===== config.mk =====
export PLATFORM = sky130hd
export DESIGN_NAME = ymodem_packet_deframer
export DESIGN_NICKNAME = d
export VERILOG_FILES = /design/src/hdl/ympd_pkg.sv /design/src/hdl/ympd_front.sv /design/src/hdl/ympd_fifo.sv /design/src/hdl/ympd_back.sv /design/src/hdl/ymodem_packet_deframer.sv
export SDC_FILE = /design/constraint.sdc
export NUM_CORES = 1
export LEC_CHECK = 0
export ABC_AREA = 1
export ABC_CLOCK_PERIOD_IN_PS = 8100
export BUFFER_PORTS_ARGS = -buffer_cell sky130_fd_sc_hd__buf_2
export CAP_MARGIN = 20
export CORE_UTILIZATION = 55
export CTS_CLUSTER_SIZE = 28
export DETAILED_ROUTE_END_ITERATION = 12
export PLACE_DENSITY = 0.77
export SYNTH_ARGS = -nofsm -noshare
export SYNTH_HDL_FRONTEND = slang
export SYNTH_SLANG_ARGS = --single-unit

===== constraint.sdc =====
create_clock -name clk_i -period 8.1 [get_ports clk_i]
set_clock_uncertainty 0.2 [all_clocks]
set_input_delay 1.215 -clock clk_i [delete_from_list [all_inputs] [get_ports clk_i]]
set_output_delay 1.215 -clock clk_i [all_outputs]
set_load 0.005 [all_outputs]

===== src/hdl/ympd_pkg.sv =====
`timescale 1ns / 1ps
`default_nettype none
// ----------------------------------------------------------------------------
// ympd_pkg
// Shared types, codes and the CRC-16/XMODEM byte step for the YMODEM deframer.
// ----------------------------------------------------------------------------
package ympd_pkg;

  localparam int unsigned CFG_W   = 24;
  localparam int unsigned LEN_W   = 11;
  localparam int unsigned Q_DEPTH = 4;

  localparam logic [CFG_W-1:0] CFG_TIMEOUT_RESET = 24'd100000;
  localparam logic [15:0]      CRC_POLY          = 16'h1021;

  localparam logic [7:0] BYTE_SOH   = 8'h01;
  localparam logic [7:0] BYTE_STX   = 8'h02;
  localparam logic [7:0] BYTE_EOT   = 8'h04;
  localparam logic [7:0] BYTE_CA    = 8'h18;
  localparam logic [7:0] BYTE_ABT_U = 8'h41;
  localparam logic [7:0] BYTE_ABT_L = 8'h61;

  localparam logic [2:0] ST_OK     = 3'd0;
  localparam logic [2:0] ST_EOT    = 3'd1;
  localparam logic [2:0] ST_CANCEL = 3'd2;
  localparam logic [2:0] ST_ABORT  = 3'd3;
  localparam logic [2:0] ST_ERROR  = 3'd4;

  typedef enum logic [2:0] {
    CMD_SEQ,
    CMD_COMP,
    CMD_DATA,
    CMD_CRCH,
    CMD_CRCL,
    CMD_STAT
  } cmd_e;

  // data carries the byte, or the status code for CMD_STAT
  typedef struct packed {
    cmd_e       code;
    logic [7:0] data;
    logic       long_blk;
  } cmd_t;

  function automatic logic [15:0] crc16_step(logic [15:0] crc, logic [7:0] b);
    logic [15:0] c;
    c = crc ^ {b, 8'h00};
    for (int k = 0; k < 8; k++) begin
      c = c[15] ? ((c << 1) ^ CRC_POLY) : (c << 1);
    end
    return c;
  endfunction

endpackage
`default_nettype wire


===== src/hdl/ympd_front.sv =====
`timescale 1ns / 1ps
`default_nettype none
// ----------------------------------------------------------------------------
// ympd_front
// Header decode, packet phase tracking and byte timeout; issues commands.
// ----------------------------------------------------------------------------
module ympd_front import ympd_pkg::*; #(
  parameter int unsigned SHORT_BLOCK  = 128,
  parameter int unsigned LONG_BLOCK   = 1024,
  parameter int unsigned TIMEOUT_BITS = 24
) (
  input  wire logic             clk_i,
  input  wire logic             rst_ni,
  input  wire logic             cfg_we_i,
  input  wire logic [CFG_W-1:0] cfg_wdata_i,
  input  wire logic             in_accept_i,
  input  wire logic             in_mode_i,
  input  wire logic [7:0]       in_byte_i,
  output logic                  push_o,
  output cmd_t                  cmd_o
);

  localparam int unsigned MAX_BLK = (SHORT_BLOCK > LONG_BLOCK) ? SHORT_BLOCK : LONG_BLOCK;
  localparam int unsigned IDX_W   = $clog2(MAX_BLK);
  localparam int unsigned CMP_W   = (TIMEOUT_BITS > CFG_W) ? TIMEOUT_BITS : CFG_W;
  localparam logic [IDX_W:0] SHORT_LEN = (IDX_W+1)'(SHORT_BLOCK);
  localparam logic [IDX_W:0] LONG_LEN  = (IDX_W+1)'(LONG_BLOCK);

  localparam logic [2:0] PH_IDLE   = 3'd0;
  localparam logic [2:0] PH_CANCEL = 3'd1;
  localparam logic [2:0] PH_SEQ    = 3'd2;
  localparam logic [2:0] PH_COMP   = 3'd3;
  localparam logic [2:0] PH_DATA   = 3'd4;
  localparam logic [2:0] PH_CRCH   = 3'd5;
  localparam logic [2:0] PH_CRCL   = 3'd6;

  logic [CFG_W-1:0]        timeout_q;
  logic [2:0]              phase_q, phase_d;
  logic [IDX_W-1:0]        idx_q, idx_d;
  logic                    long_q, long_d;
  logic [TIMEOUT_BITS-1:0] tick_q, tick_d;
  logic [IDX_W:0]          idx_inc;
  logic [IDX_W:0]          blen;

  assign idx_inc = {1'b0, idx_q} + (IDX_W+1)'(1);
  assign blen    = long_q ? LONG_LEN : SHORT_LEN;

  always_comb begin
    phase_d = phase_q;
    idx_d   = idx_q;
    long_d  = long_q;
    tick_d  = tick_q;
    push_o  = 1'b0;
    cmd_o   = '{code: CMD_STAT, data: 8'h00, long_blk: long_q};
    if (in_accept_i) begin
      if (in_mode_i) begin
        tick_d = tick_q + TIMEOUT_BITS'(1);
        if (CMP_W'(tick_d) >= CMP_W'(timeout_q)) begin
          tick_d     = '0;
          push_o     = 1'b1;
          cmd_o.data = {5'd0, ST_ERROR};
          phase_d    = PH_IDLE;
          idx_d      = '0;
        end
      end else begin
        tick_d     = '0;
        cmd_o.data = in_byte_i;
        case (phase_q)
          PH_IDLE: begin
            if (in_byte_i == BYTE_SOH || in_byte_i == BYTE_STX) begin
              long_d  = (in_byte_i == BYTE_STX);
              idx_d   = '0;
              phase_d = PH_SEQ;
            end else if (in_byte_i == BYTE_CA) begin
              phase_d = PH_CANCEL;
            end else begin
              push_o = 1'b1;
              idx_d  = '0;
              if (in_byte_i == BYTE_EOT) begin
                cmd_o.data = {5'd0, ST_EOT};
              end else if (in_byte_i == BYTE_ABT_U || in_byte_i == BYTE_ABT_L) begin
                cmd_o.data = {5'd0, ST_ABORT};
              end else begin
                cmd_o.data = {5'd0, ST_ERROR};
              end
            end
          end
          PH_CANCEL: begin
            push_o     = 1'b1;
            cmd_o.data = (in_byte_i == BYTE_CA) ? {5'd0, ST_CANCEL} : {5'd0, ST_ERROR};
            phase_d    = PH_IDLE;
            idx_d      = '0;
          end
          PH_SEQ: begin
            push_o     = 1'b1;
            cmd_o.code = CMD_SEQ;
            phase_d    = PH_COMP;
          end
          PH_COMP: begin
            push_o     = 1'b1;
            cmd_o.code = CMD_COMP;
            idx_d      = '0;
            phase_d    = PH_DATA;
          end
          PH_DATA: begin
            push_o     = 1'b1;
            cmd_o.code = CMD_DATA;
            if (idx_inc >= blen) begin
              idx_d   = '0;
              phase_d = PH_CRCH;
            end else begin
              idx_d = idx_inc[IDX_W-1:0];
            end
          end
          PH_CRCH: begin
            push_o     = 1'b1;
            cmd_o.code = CMD_CRCH;
            phase_d    = PH_CRCL;
          end
          PH_CRCL: begin
            push_o     = 1'b1;
            cmd_o.code = CMD_CRCL;
            phase_d    = PH_IDLE;
            idx_d      = '0;
          end
          default: begin
            phase_d = PH_IDLE;
            idx_d   = '0;
          end
        endcase
      end
    end
  end

  always_ff @(posedge clk_i or negedge rst_ni) begin
    if (!rst_ni) begin
      timeout_q <= CFG_TIMEOUT_RESET;
      phase_q   <= PH_IDLE;
      idx_q     <= '0;
      long_q    <= 1'b0;
      tick_q    <= '0;
    end else begin
      if (cfg_we_i) begin
        timeout_q <= cfg_wdata_i;
      end
      phase_q <= phase_d;
      idx_q   <= idx_d;
      long_q  <= long_d;
      tick_q  <= tick_d;
    end
  end

`ifndef NO_ASSERTIONS
  a_timeout_clears: assert property (@(posedge clk_i) disable iff (!rst_ni)
    (in_accept_i && in_mode_i && push_o) |=> (tick_q == '0 && phase_q == PH_IDLE))
    else $error("timeout did not return to idle");
`endif

endmodule
`default_nettype wire


===== src/hdl/ympd_fifo.sv =====
`timescale 1ns / 1ps
`default_nettype none
// ----------------------------------------------------------------------------
// ympd_fifo
// Small command queue between the classifier and the result stage.
// ----------------------------------------------------------------------------
module ympd_fifo import ympd_pkg::*; #(
  parameter int unsigned DEPTH = 4
) (
  input  wire logic clk_i,
  input  wire logic rst_ni,
  input  wire logic push_i,
  input  wire cmd_t push_data_i,
  output logic      full_o,
  input  wire logic pop_i,
  output logic      valid_o,
  output cmd_t      pop_data_o
);

  localparam int unsigned PTR_W = (DEPTH > 1) ? $clog2(DEPTH) : 1;
  localparam int unsigned CNT_W = $clog2(DEPTH + 1);

  cmd_t             mem_q [DEPTH];
  logic [PTR_W-1:0] wr_q, rd_q;
  logic [CNT_W-1:0] cnt_q;
  logic             do_push, do_pop;

  assign full_o     = (cnt_q == CNT_W'(DEPTH));
  assign valid_o    = (cnt_q != '0);
  assign pop_data_o = mem_q[rd_q];
  assign do_push    = push_i && !full_o;
  assign do_pop     = pop_i && valid_o;

  always_ff @(posedge clk_i) begin
    if (do_push) begin
      mem_q[wr_q] <= push_data_i;
    end
  end

  always_ff @(posedge clk_i or negedge rst_ni) begin
    if (!rst_ni) begin
      wr_q  <= '0;
      rd_q  <= '0;
      cnt_q <= '0;
    end else begin
      if (do_push) begin
        wr_q <= (wr_q == PTR_W'(DEPTH - 1)) ? '0 : wr_q + PTR_W'(1);
      end
      if (do_pop) begin
        rd_q <= (rd_q == PTR_W'(DEPTH - 1)) ? '0 : rd_q + PTR_W'(1);
      end
      if (do_push && !do_pop) begin
        cnt_q <= cnt_q + CNT_W'(1);
      end else if (do_pop && !do_push) begin
        cnt_q <= cnt_q - CNT_W'(1);
      end
    end
  end

`ifndef NO_ASSERTIONS
  a_cnt_bound: assert property (@(posedge clk_i) disable iff (!rst_ni)
    cnt_q <= CNT_W'(DEPTH))
    else $error("queue count overflow");
  a_no_lost_push: assert property (@(posedge clk_i) disable iff (!rst_ni)
    push_i |-> !full_o)
    else $error("command pushed into full queue");
  a_empty_ptrs: assert property (@(posedge clk_i) disable iff (!rst_ni)
    (cnt_q == '0) |-> (wr_q == rd_q))
    else $error("empty queue with unequal pointers");
`endif

endmodule
`default_nettype wire


===== src/hdl/ympd_back.sv =====
`timescale 1ns / 1ps
`default_nettype none
// ----------------------------------------------------------------------------
// ympd_back
// Executes commands: CRC over payload, sequence check, result beat register.
// ----------------------------------------------------------------------------
module ympd_back import ympd_pkg::*; #(
  parameter int unsigned SHORT_BLOCK = 128,
  parameter int unsigned LONG_BLOCK  = 1024
) (
  input  wire logic        clk_i,
  input  wire logic        rst_ni,
  input  wire logic        cmd_valid_i,
  input  wire cmd_t        cmd_i,
  output logic             cmd_pop_o,
  output logic             out_valid_o,
  input  wire logic        out_ready_i,
  output logic             out_kind_o,
  output logic [7:0]       out_payload_o,
  output logic [2:0]       out_status_o,
  output logic [LEN_W-1:0] out_len_o,
  output logic [7:0]       out_seq_o
);

  logic [15:0]      crc_q;
  logic [7:0]       seq_q, comp_q, crch_q;
  logic             vld_q;
  logic             kind_q;
  logic [7:0]       pay_q, oseq_q;
  logic [2:0]       stat_q;
  logic [LEN_W-1:0] len_q;
  logic             emits, space, ok;

  assign emits = (cmd_i.code == CMD_DATA) || (cmd_i.code == CMD_CRCL) ||
                 (cmd_i.code == CMD_STAT);
  assign space = !vld_q || out_ready_i;
  assign cmd_pop_o = cmd_valid_i && (!emits || space);
  assign ok = ({crch_q, cmd_i.data} == crc_q) && (seq_q == ~comp_q);

  always_ff @(posedge clk_i) begin
    if (cmd_pop_o) begin
      case (cmd_i.code)
        CMD_SEQ: begin
          seq_q <= cmd_i.data;
          crc_q <= '0;
        end
        CMD_COMP: comp_q <= cmd_i.data;
        CMD_DATA: begin
          crc_q  <= crc16_step(crc_q, cmd_i.data);
          kind_q <= 1'b0;
          pay_q  <= cmd_i.data;
          stat_q <= ST_OK;
          len_q  <= '0;
          oseq_q <= '0;
        end
        CMD_CRCH: crch_q <= cmd_i.data;
        CMD_CRCL: begin
          kind_q <= 1'b1;
          pay_q  <= '0;
          stat_q <= ok ? ST_OK : ST_ERROR;
          len_q  <= !ok ? '0 : (cmd_i.long_blk ? LEN_W'(LONG_BLOCK) : LEN_W'(SHORT_BLOCK));
          oseq_q <= ok ? seq_q : '0;
        end
        default: begin
          kind_q <= 1'b1;
          pay_q  <= '0;
          stat_q <= cmd_i.data[2:0];
          len_q  <= '0;
          oseq_q <= '0;
        end
      endcase
    end
  end

  always_ff @(posedge clk_i or negedge rst_ni) begin
    if (!rst_ni) begin
      vld_q <= 1'b0;
    end else if (cmd_pop_o && emits) begin
      vld_q <= 1'b1;
    end else if (out_ready_i) begin
      vld_q <= 1'b0;
    end
  end

  assign out_valid_o   = vld_q;
  assign out_kind_o    = kind_q;
  assign out_payload_o = pay_q;
  assign out_status_o  = stat_q;
  assign out_len_o     = len_q;
  assign out_seq_o     = oseq_q;

`ifndef NO_ASSERTIONS
  a_no_overwrite: assert property (@(posedge clk_i) disable iff (!rst_ni)
    (vld_q && !out_ready_i) |-> !(cmd_pop_o && emits))
    else $error("pending result overwritten");
  a_data_clean: assert property (@(posedge clk_i) disable iff (!rst_ni)
    (vld_q && !kind_q) |-> (stat_q == ST_OK && len_q == '0 && oseq_q == '0))
    else $error("payload beat carries status fields");
`endif

endmodule
`default_nettype wire


===== src/hdl/ymodem_packet_deframer.sv =====
`timescale 1ns / 1ps
`default_nettype none
// ----------------------------------------------------------------------------
// ymodem_packet_deframer
// YMODEM packet receiver with CRC-16/XMODEM check and byte timeout.
// ----------------------------------------------------------------------------
// Input stream: one beat per received byte (tuser 0, byte in tdata) or per
// timer tick (tuser 1). Output stream: payload bytes (tuser 0) as they
// arrive, then one status beat (tuser 1) per packet, control byte or timeout.
// A beat can be taken every cycle while the command queue is not full.
// A result passes from the classifier into the 4-entry command queue,
// then through the execute stage into the output register.
// Sustained rate is one input beat per cycle while the output is drained.
// When the output stalls, the queue absorbs up to four commands; after that
// s_axis_tready drops until the output register frees up.
// Reset: idle awaiting a header, tick count zero, byte timeout 100000 ticks,
// queue and output register empty. cfg_we_i loads the timeout register.
// ----------------------------------------------------------------------------
module ymodem_packet_deframer import ympd_pkg::*; #(
  parameter int unsigned SHORT_BLOCK  = 128,
  parameter int unsigned LONG_BLOCK   = 1024,
  parameter int unsigned TIMEOUT_BITS = 24
) (
  input  wire logic             clk_i,
  input  wire logic             rst_ni,
  input  wire logic             cfg_we_i,
  input  wire logic [CFG_W-1:0] cfg_wdata_i,
  input  wire logic             s_axis_tvalid,
  output logic                  s_axis_tready,
  input  wire logic [7:0]       s_axis_tdata,   // [7:0] rx_byte
  input  wire logic             s_axis_tuser,   // [0] mode
  output logic                  m_axis_tvalid,
  input  wire logic             m_axis_tready,
  output logic [31:0]           m_axis_tdata,   // [7:0] payload_byte, [10:8] status,
                                                // [21:11] pkt_len, [29:22] sequence_res
  output logic                  m_axis_tuser    // [0] kind
);

  logic             in_accept;
  logic             push;
  cmd_t             push_cmd;
  logic             q_full, q_valid, q_pop;
  cmd_t             q_cmd;
  logic [7:0]       o_payload, o_seq;
  logic [2:0]       o_status;
  logic [LEN_W-1:0] o_len;

  assign s_axis_tready = !q_full;
  assign in_accept     = s_axis_tvalid && !q_full;

  ympd_front #(
    .SHORT_BLOCK  (SHORT_BLOCK),
    .LONG_BLOCK   (LONG_BLOCK),
    .TIMEOUT_BITS (TIMEOUT_BITS)
  ) u_front (
    .clk_i       (clk_i),
    .rst_ni      (rst_ni),
    .cfg_we_i    (cfg_we_i),
    .cfg_wdata_i (cfg_wdata_i),
    .in_accept_i (in_accept),
    .in_mode_i   (s_axis_tuser),
    .in_byte_i   (s_axis_tdata),
    .push_o      (push),
    .cmd_o       (push_cmd)
  );

  ympd_fifo #(
    .DEPTH (Q_DEPTH)
  ) u_fifo (
    .clk_i       (clk_i),
    .rst_ni      (rst_ni),
    .push_i      (push),
    .push_data_i (push_cmd),
    .full_o      (q_full),
    .pop_i       (q_pop),
    .valid_o     (q_valid),
    .pop_data_o  (q_cmd)
  );

  ympd_back #(
    .SHORT_BLOCK (SHORT_BLOCK),
    .LONG_BLOCK  (LONG_BLOCK)
  ) u_back (
    .clk_i         (clk_i),
    .rst_ni        (rst_ni),
    .cmd_valid_i   (q_valid),
    .cmd_i         (q_cmd),
    .cmd_pop_o     (q_pop),
    .out_valid_o   (m_axis_tvalid),
    .out_ready_i   (m_axis_tready),
    .out_kind_o    (m_axis_tuser),
    .out_payload_o (o_payload),
    .out_status_o  (o_status),
    .out_len_o     (o_len),
    .out_seq_o     (o_seq)
  );

  assign m_axis_tdata = {2'b00, o_seq, o_len, o_status, o_payload};

endmodule
`default_nettype wire

# Word-level counts from Yosys, hierarchy flattened
# Memories as Yosys holds them, arrays and structs flattened.
# Index checks and enable logic that the tools add are counted.
[classes]
n_eq_ne = 27
n_reduce_logical = 36
order_cmp = 2
bitwise_logic = 12
addsub = 6
mux = 58
[ops]
columns = ["operator", "count"]
rows = [
  ["13-bit 2-to-1 mux", 8],
  ["10-bit 2-to-1 mux", 5],
  ["24-bit 2-to-1 mux", 2],
  ["8-bit one-hot mux with 2 select lines", 3],
  ["11-bit 2-to-1 mux", 4],
  ["3-bit 2-to-1 mux", 13],
  ["8-bit 2-to-1 mux", 4],
  ["16-bit one-hot mux with 2 select lines", 1],
  ["10-bit one-hot mux with 3 select lines", 1],
  ["3-bit one-hot mux with 5 select lines", 2],
  ["24-bit by 1-bit adder with 24-bit output (second input constant)", 1],
  ["24-bit >= comparator", 1],
  ["3-bit NOT", 8],
  ["11-bit one-hot mux with 2 select lines", 1],
  ["3-bit == test (second input constant)", 6],
  ["16-bit == test", 1],
  ["8-bit by 7-bit == test with 1-bit output (second input constant)", 2],
  ["16-bit XOR", 1],
  ["3-bit by 2-bit == test with 1-bit output (second input constant)", 4],
  ["4-bit AND reduction", 3],
  ["10-bit by 1-bit adder with 11-bit output (second input constant)", 1],
  ["11-bit >= comparator", 1],
  ["2-bit AND reduction", 5],
  ["1-bit 2-to-1 mux", 9],
  ["other kinds (28)", 54],
]
[totals]
memories = 1
inputBits = 38
wordCells = 160
reg_bits = 141
ram_bits = 48
[mem_list]
columns = ["name", "depth", "width", "rd", "rd_ports_with_merged_regs", "write_ports", "line", "rtl"]
rows = [
  ["u_fifo.mem_q", 4, 12, 1, 0, 1, "ympd_fifo.sv:23", "cmd_t mem_q [DEPTH];"],
]

# Logic depth before layout (Yosys ltp)
# Gate-level depths: netlist (run 1).
# An unclocked memory read counts as a cell.
[depth]
depth_word = 19
depth_mapped = 27
mapped_depth_nobuf = 27

# Hierarchy
# A second synthesis (run 1) with hierarchy kept.
[hier_totals]
hier_cells = 1106
area_unflattened_um2 = 9704.3
[by_module_without_submodules]
columns = ["module", "n_inst", "seq_area_each_um2", "cells_each", "area_each_um2"]
rows = [
  ["ympd_front", 1, 1559.0, 597, 4231.6],
  ["ympd_back", 1, 1886.8, 303, 3040.4],
  ["ympd_fifo", 1, 1616.6, 200, 2399.8],
  ["ymodem_packet_deframer", 1, 0.0, 6, 32.5],
]

# Least setup slack after synthesis (run 1)
# Ideal clock, no wire load.
[synth_path]
kind = "reg2reg"
startpoint = "reg u_front.tick_q[0]"
endpoint = "reg u_fifo.cnt_q[2]"
arrival_time_ns = 3.539
n_path_buf = 0
period_less_slack_ns = 3.870
setup_slack_ns = 4.230
path_stages_with_launch = 28
cell_sequence = "dfrtp_1 -> ha_1 -> nand3_1 -> nor3_4 -> nand2_1 -> nor2_1 -> nand2_1 -> xor2_1 -> inv_1 -> ha_1 -> nand2_1 -> nor2_1 -> nand2_1 -> nor2_1 -> nand2_1 -> nand2_1 -> nor2_1 -> nand2_2 -> nand2_1 -> inv_1 -> nand2_1 -> inv_1 -> ha_1 -> inv_1 -> fa_1 -> a21oi_1 -> o21ai_0 -> xor2_1"
[synth_via]
elab_chain_cells = 9
word_cells_on_any_way = 11
[synth_lines]
columns = ["item", "line", "rtl"]
rows = [
  ["from (decl)", "ympd_front.sv:41", "logic [TIMEOUT_BITS-1:0] tick_q, tick_d;"],
  ["from (signal assigned)", "ympd_front.sv:149", "tick_q <= tick_d;"],
  ["24-bit by 1-bit adder with 24-bit output (*)", "ympd_front.sv:57", "tick_d = tick_q + TIMEOUT_BITS'(1);"],
  ["24-bit >= comparator (*)", "ympd_front.sv:58", "if (CMP_W'(tick_d) >= CMP_W'(timeout_q)) begin"],
  ["1-bit 2-to-1 mux (*)", "ympd_front.sv:58", ""],
  ["1-bit 2-to-1 mux (*)", "ympd_front.sv:56", "if (in_mode_i) begin"],
  ["1-bit 2-to-1 mux (*)", "ympd_front.sv:55", "if (in_accept_i) begin"],
  ["1-bit logical AND (*)", "ympd_fifo.sv:31", "assign do_push = push_i && !full_o;"],
  ["net u_fifo.do_push", "ympd_fifo.sv:26", "logic do_push, do_pop;"],
  ["1-bit zero test", "ympd_fifo.sv:54", "end else if (do_pop && !do_push) begin"],
  ["1-bit logical AND", "ympd_fifo.sv:54", ""],
  ["2-bit nonzero test (no source line)", "n/a", ""],
  ["to (signal assigned)", "ympd_fifo.sv:53", "cnt_q <= cnt_q + CNT_W'(1);"],
  ["to (signal assigned)", "ympd_fifo.sv:55", "cnt_q <= cnt_q - CNT_W'(1);"],
  ["to (decl)", "ympd_fifo.sv:25", "logic [CNT_W-1:0] cnt_q;"],
]
# The timed path passes the listed nets; every way through them passes the cells marked *.
# A chain may end at the register's enable or synchronous reset.

# Final worst setup path (run 1)
[layout_path]
startpoint = "reg u_front.tick_q[0]"
endpoint = "mem u_fifo.mem_q[3][1] (netlist name) (enable)"
[layout_via]
elab_chain_cells = 8
[layout_lines]
columns = ["item", "line", "rtl"]
rows = [
  ["24-bit by 1-bit adder with 24-bit output", "ympd_front.sv:57", ""],
  ["24-bit >= comparator", "ympd_front.sv:58", ""],
  ["1-bit 2-to-1 mux", "ympd_front.sv:58", ""],
  ["1-bit 2-to-1 mux", "ympd_front.sv:56", ""],
  ["1-bit 2-to-1 mux", "ympd_front.sv:55", ""],
  ["1-bit logical AND", "ympd_fifo.sv:31", ""],
  ["1-bit 2-to-1 mux", "ympd_fifo.sv:35", "if (do_push) begin"],
  ["1-bit 2-to-1 mux (not written as such)", "ympd_fifo.sv:36", "mem_q[wr_q] <= push_data_i;"],
  ["to (decl)", "ympd_fifo.sv:23", ""],
]
# Every way passes these cells.

==> flow_metrics.tcl, run 1 <==
set metrics [dict create \
    hold_end "u_front.timeout_q[9]$_DFFE_PN1P_" \
    worst_path_max_delay_cell "nor2_1" \
    gp_congestion 0.931 \
    synth_area_um2 9600 \
    dp_hpwl_um 14100 \
    drt_iter0_drc 465 \
    netlist-cell-type-count 48 \
    worst_r2r_startpoint "u_front.tick_q[0]$_DFFE_PN0P_" \
    synth_seq_cells 180 \
    path_clk_slew_ns 0.07 \
    detail_route.vias_per_cell 5.17 \
    worst-setup-path-type "reg -> reg" \
    detail_routed_net_length_per_standard_cell_um 14.2 \
    cp_max_fo 12 \
    wire_length_of_the_first_global_routing_pass_um 32400 \
    path_common_cell "nand2_1" \
    worst_setup_path_end_kind "flop" \
    slew_headroom 0.324 \
    r2r.worst_path.cells 21 \
    final_net_count 1190 \
    fin_worst_hold_slack_ns 0.295 \
    timing.hold.worst_path_depth 2 \
    die_height_um 134 \
    cp_cell_sequence "ha_1, nand3_1, nor3_4, nand2_1, nor2_1, nand2_1, xor2_1, inv_1, ha_1, nand2_1, nor2_1, nand2_1, nor2_1, nand2_1, nand2_1, nor2_1, nand2_2, nand2_1, inv_1, nand2_1, nor2_1" \
    tritoncts.num_buffers 17 \
    grt_max_degree 71 \
    unrepaired_setup_endpoints_after_global_routing "false" \
    num_vias 6984 \
    post-route-util 0.631 \
    share_of_layout_cells_above_drive_strength_1 0.135 \
    port_buffers 61 \
    crit_path_start "u_front.tick_q[0]$_DFFE_PN0P_" \
    ys_seq_area_frac 0.528 \
    io-pin-count 73 \
    cts_resized 0 \
    ctsRootBufferMaster "clkbuf_16" \
    dr.pass1.iters 5 \
    critical_path.n_buffers_inverters 2 \
    leakagePower_nw 4.96 \
    edff_count_synth 110 \
    worst-slew-pin-transition_ns 1.01 \
    area.growth.synth_to_final_pct 10.7 \
    min_period_over_period 0.543 \
    max_cap_violations 0 \
    totalWireLength_um 19100 \
    clock_path_buffers 2 \
    fin_ws_ns 3.70 \
    globalRoute.totalOverflow 0 \
    r2r_slack_ns 3.70 \
    worst_ir_drop_on_vdd_v 0.000293 \
    synth.largest_area_cell "edfxtp_1" \
    dp_slack_ns 3.71 \
    number_of_sinks_handled_by_clock_tree_synthesis 180 \
    min_period_ns 4.40 \
    synthMostInstantiatedCell "nand2_1" \
    hold_violations_final 0 \
    drc 0 \
    syn_avg_cell_area_um2 9.09 \
    initial_utilization 0.571 \
    die_width_um 134 \
    yosysWarnings 0 \
    clock_latency_ns 0.43 \
    critical-path-top-delay-family "simple AND/OR/NAND/NOR gates" \
    critical-path-max-stage-delay_ns 0.81 \
    antenna_found_initial 0 \
    synthTopCellsByArea "edfxtp_1 (34%), dfrtp_1 (17%), nand2_1 (10%)" \
    first_global_vias 6637 \
    worst_setup_start_kind "flop" \
    cp.arrival_ns 4.24 \
    min-delay-start "u_front.timeout_q[9]$_DFFE_PN1P_" \
    postSynth.topFlopCell "edfxtp_1" \
    n_antenna_cell 0 \
    r2r-end "u_fifo.mem_q[3][1]$_DFFE_PP_" \
    placeableCoreArea_um2 16800 \
    finalMaxSlewViolations 0 \
    result_of_the_run "complete, no violations" \
    fin_tns_setup_ns 0 \
    rows 47 \
    cp_data_required_time_ns 7.94 \
    synth_top_area_frac 0.344 \
    tritoncts_clock_tree "built" \
    antenna_violating_nets_post_route 0 \
    gr-usage-all-layers 0.233 \
    power.density_nw_per_um2 322 \
    most_common_library_cells_after_synthesis "nand2_1 (264), inv_1 (157), edfxtp_1 (110)" \
    post_synth_inst_count 1056 \
    asyncSetResetFlopFracSynth 0.389 \
    max_freq_mhz 227 \
    cts-hold-fix-buffers 0 \
    hold_crit_class "reg -> reg" \
    h_tree_levels 4 \
    cts_post_setup_buffers_inserted 0 \
    fp.dieArea_um2 18000 \
    setup_viol 0 \
]
-- layout by cell type, fill, tap and decap left out, types with 13 or more instances in the layout --
cell	count
a21oi_1	22
buf_2	61
clkbuf_16	17
dfrtp_1	64
edfxtp_1	110
ha_1	34
inv_1	157
nand2_1	264
nand3_1	58
nand4_1	16
nor2_1	94
nor2_2	13
nor3_1	20
o21ai_0	59
xor2_1	31
-- area by class of cell --
type	instances	area, um2
Clock buffer	20	437
Multi-Input combinational cell	693	3760
Sequential cell	180	5060
Tap cell	220	275
Fill cell	1436	6200
Clock inverter	12	154
Inverter	162	611
Timing Repair Buffer	63	320
-- report_power, final --
group | internal [mW] | switching (mW)
clock network | 0.486 | 0.342
logic | 0.386 | 0.805
registers | 1.28 | 0.128
-- worst register-to-register path: stages (launching register included) --
cell and delay, ns:
dfrtp_1 0.41, ha_1 0.21, nand3_1 0.16, nor3_4 0.32, nand2_1 0.14, nor2_1 0.18, nand2_1 0.09, xor2_1 0.16
inv_1 0.06, ha_1 0.26, nand2_1 0.04, nor2_1 0.16, nand2_1 0.08, nor2_1 0.09, nand2_1 0.06, nand2_1 0.05
nor2_1 0.04, nand2_2 0.11, nand2_1 0.11, inv_1 0.11, nand2_1 0.16, nor2_1 0.81
-- cells by family (layout without fill, tap and decap cells) --
logic type	Yosys count	in the layout	share of synthesized area
compound gates	107	107	0.0666
xor+xnor	47	47	0.0492
fa+ha+maj	35	35	0.0464
buf+inv	193	257	0.0846
flops	180	180	0.528
mux	1	1	0.00117
other cells	1	11	0.000391
simple gates	492	492	0.224
-- sequential cells by signal, summed over array words and instances, names as in the netlist, 8 cells and up --
register	count
u_back.seq_q	8
u_back.crc_q	16
u_front.tick_q	24
u_back.out_payload_o	8
u_back.out_seq_o	8
u_back.comp_q	8
u_front.timeout_q	24
u_front.idx_q	10
u_fifo.mem_q	48
u_back.crch_q	8
-- stage by stage --
step	total power [mW]	instance area, um2	cells
after global placement	2.55	10000	1318
after CTS	3.44	10600	1350
final	3.42	10600	1350
after floorplan	2.29	9630	1066
after detailed placement	2.60	10000	1318
after global routing	3.65	10600	1350
-- how the worst max path moves through the flow --
stage | endpoint | cells after the start
3_5_place_dp | u_fifo.mem_q[2][6]$_DFFE_PP_ | 21
5_1_grt | u_fifo.cnt_q[2]$_DFFE_PN0P_ | 27
3_3_place_gp | u_fifo.cnt_q[2]$_DFFE_PN0P_ | 27
2_1_floorplan | u_fifo.cnt_q[2]$_DFFE_PN0P_ | 27
4_1_cts | u_fifo.mem_q[2][1]$_DFFE_PP_ | 21
6_report | u_fifo.mem_q[3][1]$_DFFE_PP_ | 21
-- layer usage --
metal,GRT usage,share of wire
met1,0.309,0.46
met2,0.382,0.48
met3,0.0435,0.050
met4,0.0861,0.018
met5,0,0
Power figures use the tool's default switching activity.
==> run 2, diff against run 1 <==
ABC_CLOCK_PERIOD_IN_PS = 3900   (was 8100)
PLACE_DENSITY = 0.8   (was 0.77)
clock period = 3.9 ns   (was 8.1 ns; I/O delays follow)
==> run 2 against run 1 <==
- setup slack got worse by 3.7 ns
- worst hold slack lost 0.13 ns
- first-iteration DRC count rose by 17%
- cell count is 2.4% higher
- highest routed layer unchanged
- die area unchanged
- the flow now finishes with violations (negative setup slack)
- clock-buffer cell count fell by 2
- total power is 110% higher
==> flow_metrics.tcl, run 2 (same netlist as run 1, synthesis figures left out) <==
set metrics [dict create \
    result_of_the_run "complete, but fails checks" \
    failed_checks "negative setup slack" \
    sum_of_met2_wire_segment_lengths_after_detailed_routing_um 9820 \
    registers.top_by_ff_count "u_fifo.mem_q" \
    placeableCoreArea_um2 16800 \
    io-pin-count 73 \
    dp_slack_ns -0.0689 \
    ctsRootBufferMaster "clkbuf_16" \
    worst-setup-path-type "reg -> reg" \
    worst-path-stages 26 \
    leakagePower_nw 5.13 \
    regArea_um2 5060 \
    tritoncts_clock_tree "built" \
    area_occupied_by_multi_input_gates_um2 3870 \
    cp_max_fo 4 \
    die_width_um 134 \
    n_antenna_cell 0 \
    fin_ws_ns -0.000455 \
    unrepaired_setup_endpoints_after_global_routing "true" \
    min_period_ns 3.90 \
    final.fill_count 1266 \
    wire_length_of_the_first_global_routing_pass_um 32000 \
    port_buffers 61 \
    initial_utilization 0.571 \
    internal-power_mw 4.44 \
    dp_cells 1340 \
    h_tree_levels 4 \
    critical_path.n_buffers_inverters 4 \
    number_of_sinks_handled_by_clock_tree_synthesis 180 \
    num_vias 7255 \
    clock_path_buffers 2 \
    share_of_layout_cells_above_drive_strength_1 0.180 \
    largest_reg_flops 48 \
    gp_congestion 0.921 \
    worst_setup_path_end_kind "flop" \
    top_routing_layer_used "met4" \
    antenna_violating_nets_post_route 0 \
    tritoncts.num_buffers 17 \
    finalMaxSlewViolations 0 \
    final_cell_mix "nand2_1 (260), inv_1 (154), edfxtp_1 (110)" \
    area.growth.synth_to_final_pct 14.0 \
    power.sequential.fraction 0.398 \
    worst_ir_drop_on_vdd_v 0.000430 \
    gr-usage-all-layers 0.228 \
    routed-wl-met3_um 1140 \
    clock_latency_ns 0.43 \
    detail_routed_net_length_per_standard_cell_um 14.5 \
    power.density_nw_per_um2 657 \
    instances_no_fill 1382 \
    worst-slew-pin-transition_ns 0.650 \
    critical-path-max-stage-delay_ns 0.46 \
    r2r.worst_path.cells 26 \
    path_clk_slew_ns 0.07 \
    hold_violations_final 0 \
    min_period_over_period 1.00 \
    cp.arrival_ns 4.01 \
    hold_crit_class "in -> reg" \
    antenna_found_initial 0 \
    drt_iter0_drc 545 \
    rows 47 \
    dp_hpwl_um 13900 \
    slew_headroom 0.563 \
    p_clk_frac 0.226 \
    worst_path_max_delay_cell "dfrtp_1" \
    die_height_um 134 \
    combinationalPowerShare 0.375 \
    critical-path-top-delay-family "simple AND/OR/NAND/NOR gates" \
    p_switching_mw 2.75 \
    final_net_count 1222 \
    max_freq_mhz 256 \
    grt_max_degree 48 \
    timing.hold.worst_path_depth 3 \
    reg.largest.list "u_fifo.mem_q x48, u_front.tick_q x24, u_front.timeout_q x24" \
    routedLengthMet1_um 8710 \
    worst_setup_start_kind "flop" \
    first_global_vias 6730 \
    setup_viol 1 \
    mostFrequentLayoutCell "nand2_1" \
    drc 0 \
    fp.dieArea_um2 18000 \
    dr.pass1.iters 5 \
    globalRoute.totalOverflow 0 \
    max_cap_violations 0 \
    cp_data_required_time_ns 4.01 \
    totalWireLength_um 20100 \
    swShare 0.383 \
    detail_route.vias_per_cell 5.25 \
]
[run 2: cell count changes in the layout (fill, tap and decap cells not counted), moves of 3 or more]
cell | before | now
ha_1 | 34 | 31
nand2_1 | 264 | 260
clkinv_2 | 1 | 4
nor2_1 | 94 | 91
nor3_1 | 20 | 17
buf_4 | 2 | 32
inv_1 | 157 | 154
inv_6 | 2 | 5
nand2_2 | 10 | 14
[run 2: worst paths after layout]
kind | startpoint | slack [ns] | to
hold / removal | cfg_wdata_i[13] | 0.16 | u_front.timeout_q[13]$_DFFE_PN0P_
setup / recovery | u_front.tick_q[2]$_DFFE_PN0P_ | -0.0005 | u_fifo.cnt_q[2]$_DFFE_PN0P_
setup reg to reg | u_front.tick_q[2]$_DFFE_PN0P_ | -0.0005 | u_fifo.cnt_q[2]$_DFFE_PN0P_
max in group asynchronous | rst_ni | 2.01 | u_front.timeout_q[21]$_DFFE_PN0P_
hold reg to reg | u_front.timeout_q[9]$_DFFE_PN1P_ | 0.30 | u_front.timeout_q[9]$_DFFE_PN1P_
min in group asynchronous | rst_ni | 0.47 | u_front.timeout_q[11]$_DFFE_PN0P_
[run 2: layout make-up]
| cell class | instances | area share |
|---|---|---|
| clock buffer | 18 | 0.0392 |
| multi-input combinational | 693 | 0.354 |
| clock inverter | 14 | 0.0114 |
| tap | 220 | 0.0252 |
| inverter | 162 | 0.0560 |
| timing repair buffer | 95 | 0.0518 |
| sequential | 180 | 0.463 |
[run 2: per-stage QoR]
step	instance area (um2)	total power [mW]	hold WS (ns)	TNS, ns	utilization
after floorplan	9630	4.75	0.0894	0	-
after global placement	10200	5.39	0.284	0	0.606
after detailed placement	10200	5.48	0.294	-0.0689	0.606
after CTS	10800	7.16	0.143	0	0.643
after global routing	10900	7.62	0.155	-0.334	0.651
final	10900	7.19	0.162	-0.000455	0.651
[run 2: routing by layer]
metal  vias to the layer above  global-route usage
li1                       3574                   -
met1                      3388               0.295
met2                       261               0.384
met3                        32              0.0469
met4                         0              0.0724
met5                         -                   0
[run 2: worst register-to-register path, cell delays in order, from the launching register on]
cell and delay [ns]:
dfrtp_1 0.46, nand3_2 0.16, nor3_4 0.26, nand2_2 0.11, nor2_1 0.14, nand3_1 0.10
xor2_1 0.18, inv_1 0.11, ha_4 0.28, nand2_1 0.06, nor2_2 0.14, nand2_1 0.07
nor2_1 0.11, nand2_1 0.06, nand2_1 0.05, nor2_1 0.04, nand2_2 0.08, nand2_2 0.06
inv_2 0.07, nand2_2 0.06, inv_2 0.07, ha_4 0.13, inv_4 0.04, fa_2 0.36
a21oi_2 0.15, o21ai_1 0.09, xor2_1 0.17
[run 2: power groups by stage]
stage | clock [mW] | combinational (mW) | sequential (mW)
finish | 1.63 | 2.70 | 2.86
global route | 1.71 | 3.00 | 2.91
CTS | 1.65 | 2.65 | 2.86
detailed placement | 0 | 2.58 | 2.89
global placement | 0 | 2.50 | 2.88
floorplan | 0 | 1.89 | 2.87
[run 2: repair_timing]
action / in CTS / in global routing
setup endpoints to repair: 1 / 2
buffers inserted: 5 / 4
pin swaps: 4 / 14
cloned: 0 / 0
resized for setup: 8 / 22
hold buffers: 1 / 0
hold endpoints to repair: 19 / 0
==> run 3, diff against run 2 <==
CORE_MARGIN = 2   (was default)
GPL_TIMING_DRIVEN = 0   (was default)
==> run 3 against run 2 <==
- the run still ends with negative setup slack left
- critical endpoint unchanged
- sequential cell count unchanged
- non-clock buffer count grew 24
- clock-buffer cell count increased by 1
==> flow_metrics.tcl, run 3 (same netlist as run 1, synthesis figures left out) <==
set metrics [dict create \
    instances_no_fill 1411 \
    num_vias 7447 \
    max_freq_mhz 253 \
    failed_checks "negative setup slack" \
    hold_violations_final 0 \
    cp.arrival_ns 4.07 \
    initial_utilization 0.559 \
    clock_path_buffers 2 \
    fp.dieArea_um2 18500 \
    finalMaxSlewViolations 0 \
    final_cell_mix "nand2_1 (256), inv_1 (154), edfxtp_1 (110)" \
    share_of_layout_cells_above_drive_strength_1 0.206 \
    largest_reg_flops 48 \
    r2r.worst_path.cells 26 \
    final.fill_count 1302 \
    area_occupied_by_multi_input_gates_um2 3990 \
    h_tree_levels 4 \
    gp_congestion 0.880 \
    dp_slack_ns -0.754 \
    r2r_slack_ns -0.05 \
    worst_setup_path_end_kind "flop" \
    fin_ws_ns -0.0532 \
    setup_viol 1 \
    fin_worst_hold_slack_ns 0.153 \
    port_buffers 60 \
    detail_routed_net_length_per_standard_cell_um 15.0 \
    min_period_over_period 1.01 \
    worst_r2r_startpoint "u_front.tick_q[10]$_DFFE_PN0P_" \
    antenna_found_initial 0 \
    drc 0 \
    rows 48 \
    registers.top_by_ff_count "u_fifo.mem_q" \
    cp_data_required_time_ns 4.01 \
    dp_cells 1355 \
    slew_headroom 0.488 \
    reg.largest.list "u_fifo.mem_q x48, u_front.tick_q x24, u_front.timeout_q x24" \
    globalRoute.totalOverflow 0 \
    grt_max_degree 41 \
    tritoncts.num_buffers 17 \
    timing.hold.worst_path_depth 3 \
    dr.pass1.iters 6 \
    totalWireLength_um 21200 \
    path_clk_slew_ns 0.07 \
    power.density_nw_per_um2 655 \
    result_of_the_run "complete, but fails checks" \
    worst-slew-pin-transition_ns 0.768 \
    regArea_um2 5070 \
    dp_hpwl_um 14400 \
    n_antenna_cell 0 \
    min-delay-start "cfg_wdata_i[3]" \
    hold_crit_class "in -> reg" \
    clock_latency_ns 0.44 \
    final_net_count 1246 \
    p_total_mw 7.41 \
    die_height_um 136 \
    r2r-end "u_fifo.cnt_q[2]$_DFFE_PN0P_" \
    min_period_ns 3.95 \
    hold_end "u_front.timeout_q[3]$_DFFE_PN0P_" \
    worst_ir_drop_on_vdd_v 0.000441 \
    area.growth.synth_to_final_pct 17.8 \
    detail_route.vias_per_cell 5.28 \
    antenna_violating_nets_post_route 0 \
    mostFrequentLayoutCell "nand2_1" \
    placeableCoreArea_um2 17200 \
    ctsRootBufferMaster "clkbuf_16" \
    worst_setup_start_kind "flop" \
    drt_iter0_drc 600 \
    first_global_vias 7071 \
    die_width_um 136 \
    worst-setup-path-type "reg -> reg" \
    leakagePower_nw 5.25 \
    number_of_sinks_handled_by_clock_tree_synthesis 180 \
    gr-usage-all-layers 0.237 \
    tritoncts_clock_tree "built" \
    wire_length_of_the_first_global_routing_pass_um 33800 \
    unrepaired_setup_endpoints_after_global_routing "true" \
    post-route-util 0.658 \
    max_cap_violations 0 \
    cp_max_fo 5 \
    io-pin-count 73 \
]
[run 3: routing by layer]
layer  GRT usage  share of wire  up-vias
li1            -              -     3622
met1       0.297           0.41     3496
met2       0.404           0.50      289
met3      0.0589          0.074       40
met4      0.0764          0.020        0
met5           0              0        -
[run 3: area by class of cell]
cell class | instances | area share
well taps | 225 | 0.0249
repair buffers | 88 | 0.0495
multi-input cells | 693 | 0.353
inverters | 162 | 0.0545
clock inverters | 13 | 0.0139
plain buffers | 31 | 0.0178
flip-flops and latches | 180 | 0.448
clock buffers | 19 | 0.0383
[run 3: worst max path at each step]
stage | end | slack, ns | start | depth (start not counted)
2_1_floorplan | u_fifo.cnt_q[2]$_DFFE_PN0P_ | 0.03 | u_front.tick_q[0]$_DFFE_PN0P_ | 27
3_3_place_gp | u_fifo.mem_q[0][8]$_DFFE_PP_ | -0.74 | u_front.tick_q[0]$_DFFE_PN0P_ | 18
3_5_place_dp | u_fifo.mem_q[2][6]$_DFFE_PP_ | -0.75 | u_front.tick_q[0]$_DFFE_PN0P_ | 18
4_1_cts | u_fifo.cnt_q[2]$_DFFE_PN0P_ | -0.04 | u_front.tick_q[1]$_DFFE_PN0P_ | 24
5_1_grt | u_fifo.cnt_q[2]$_DFFE_PN0P_ | -0.29 | u_front.tick_q[10]$_DFFE_PN0P_ | 26
6_report | u_fifo.cnt_q[2]$_DFFE_PN0P_ | -0.05 | u_front.tick_q[10]$_DFFE_PN0P_ | 26
[run 3: metrics by stage]
step / setup TNS, ns / area, um2
CTS: -0.0415 / 11100
detailed placement: -28.02 / 10300
global route: -4.78 / 11300
floorplan: 0 / 9630
finish: -0.0532 / 11300
global placement: -35.65 / 10200
[run 3: critical path, cell delays in order (launching register included)]
cell and delay, ns:
dfrtp_1 0.47, nand2_1 0.13, nor3_2 0.19, nand2_1 0.15
nor3_1 0.26, nand3_1 0.12, nand2_1 0.12, inv_1 0.05
ha_1 0.33, nand2_4 0.08, nor2_4 0.16, nand2_1 0.07
nor2_1 0.10, nand2_1 0.06, nand2_1 0.07, nor2_2 0.05
nand2_2 0.08, nand2_2 0.06, inv_2 0.09, nand2_4 0.07
inv_4 0.07, ha_4 0.13, inv_4 0.03, fa_2 0.34
a21oi_2 0.11, o21ai_1 0.08, xor2_1 0.15
[run 3: power by group]
part           internal (mW)  leakage (nW)  switching (mW)
Sequential              2.65          1.92           0.216
Combinational          0.971          3.05            1.84
Clock                   1.01         0.283           0.721
[run 3: repair_timing]
item	CTS	global route
hold endpoints to repair	27	0
hold buffers	1	0
buffers inserted	12	11
gates resized for setup	36	26
setup endpoints to repair	51	48
pin swaps	14	18
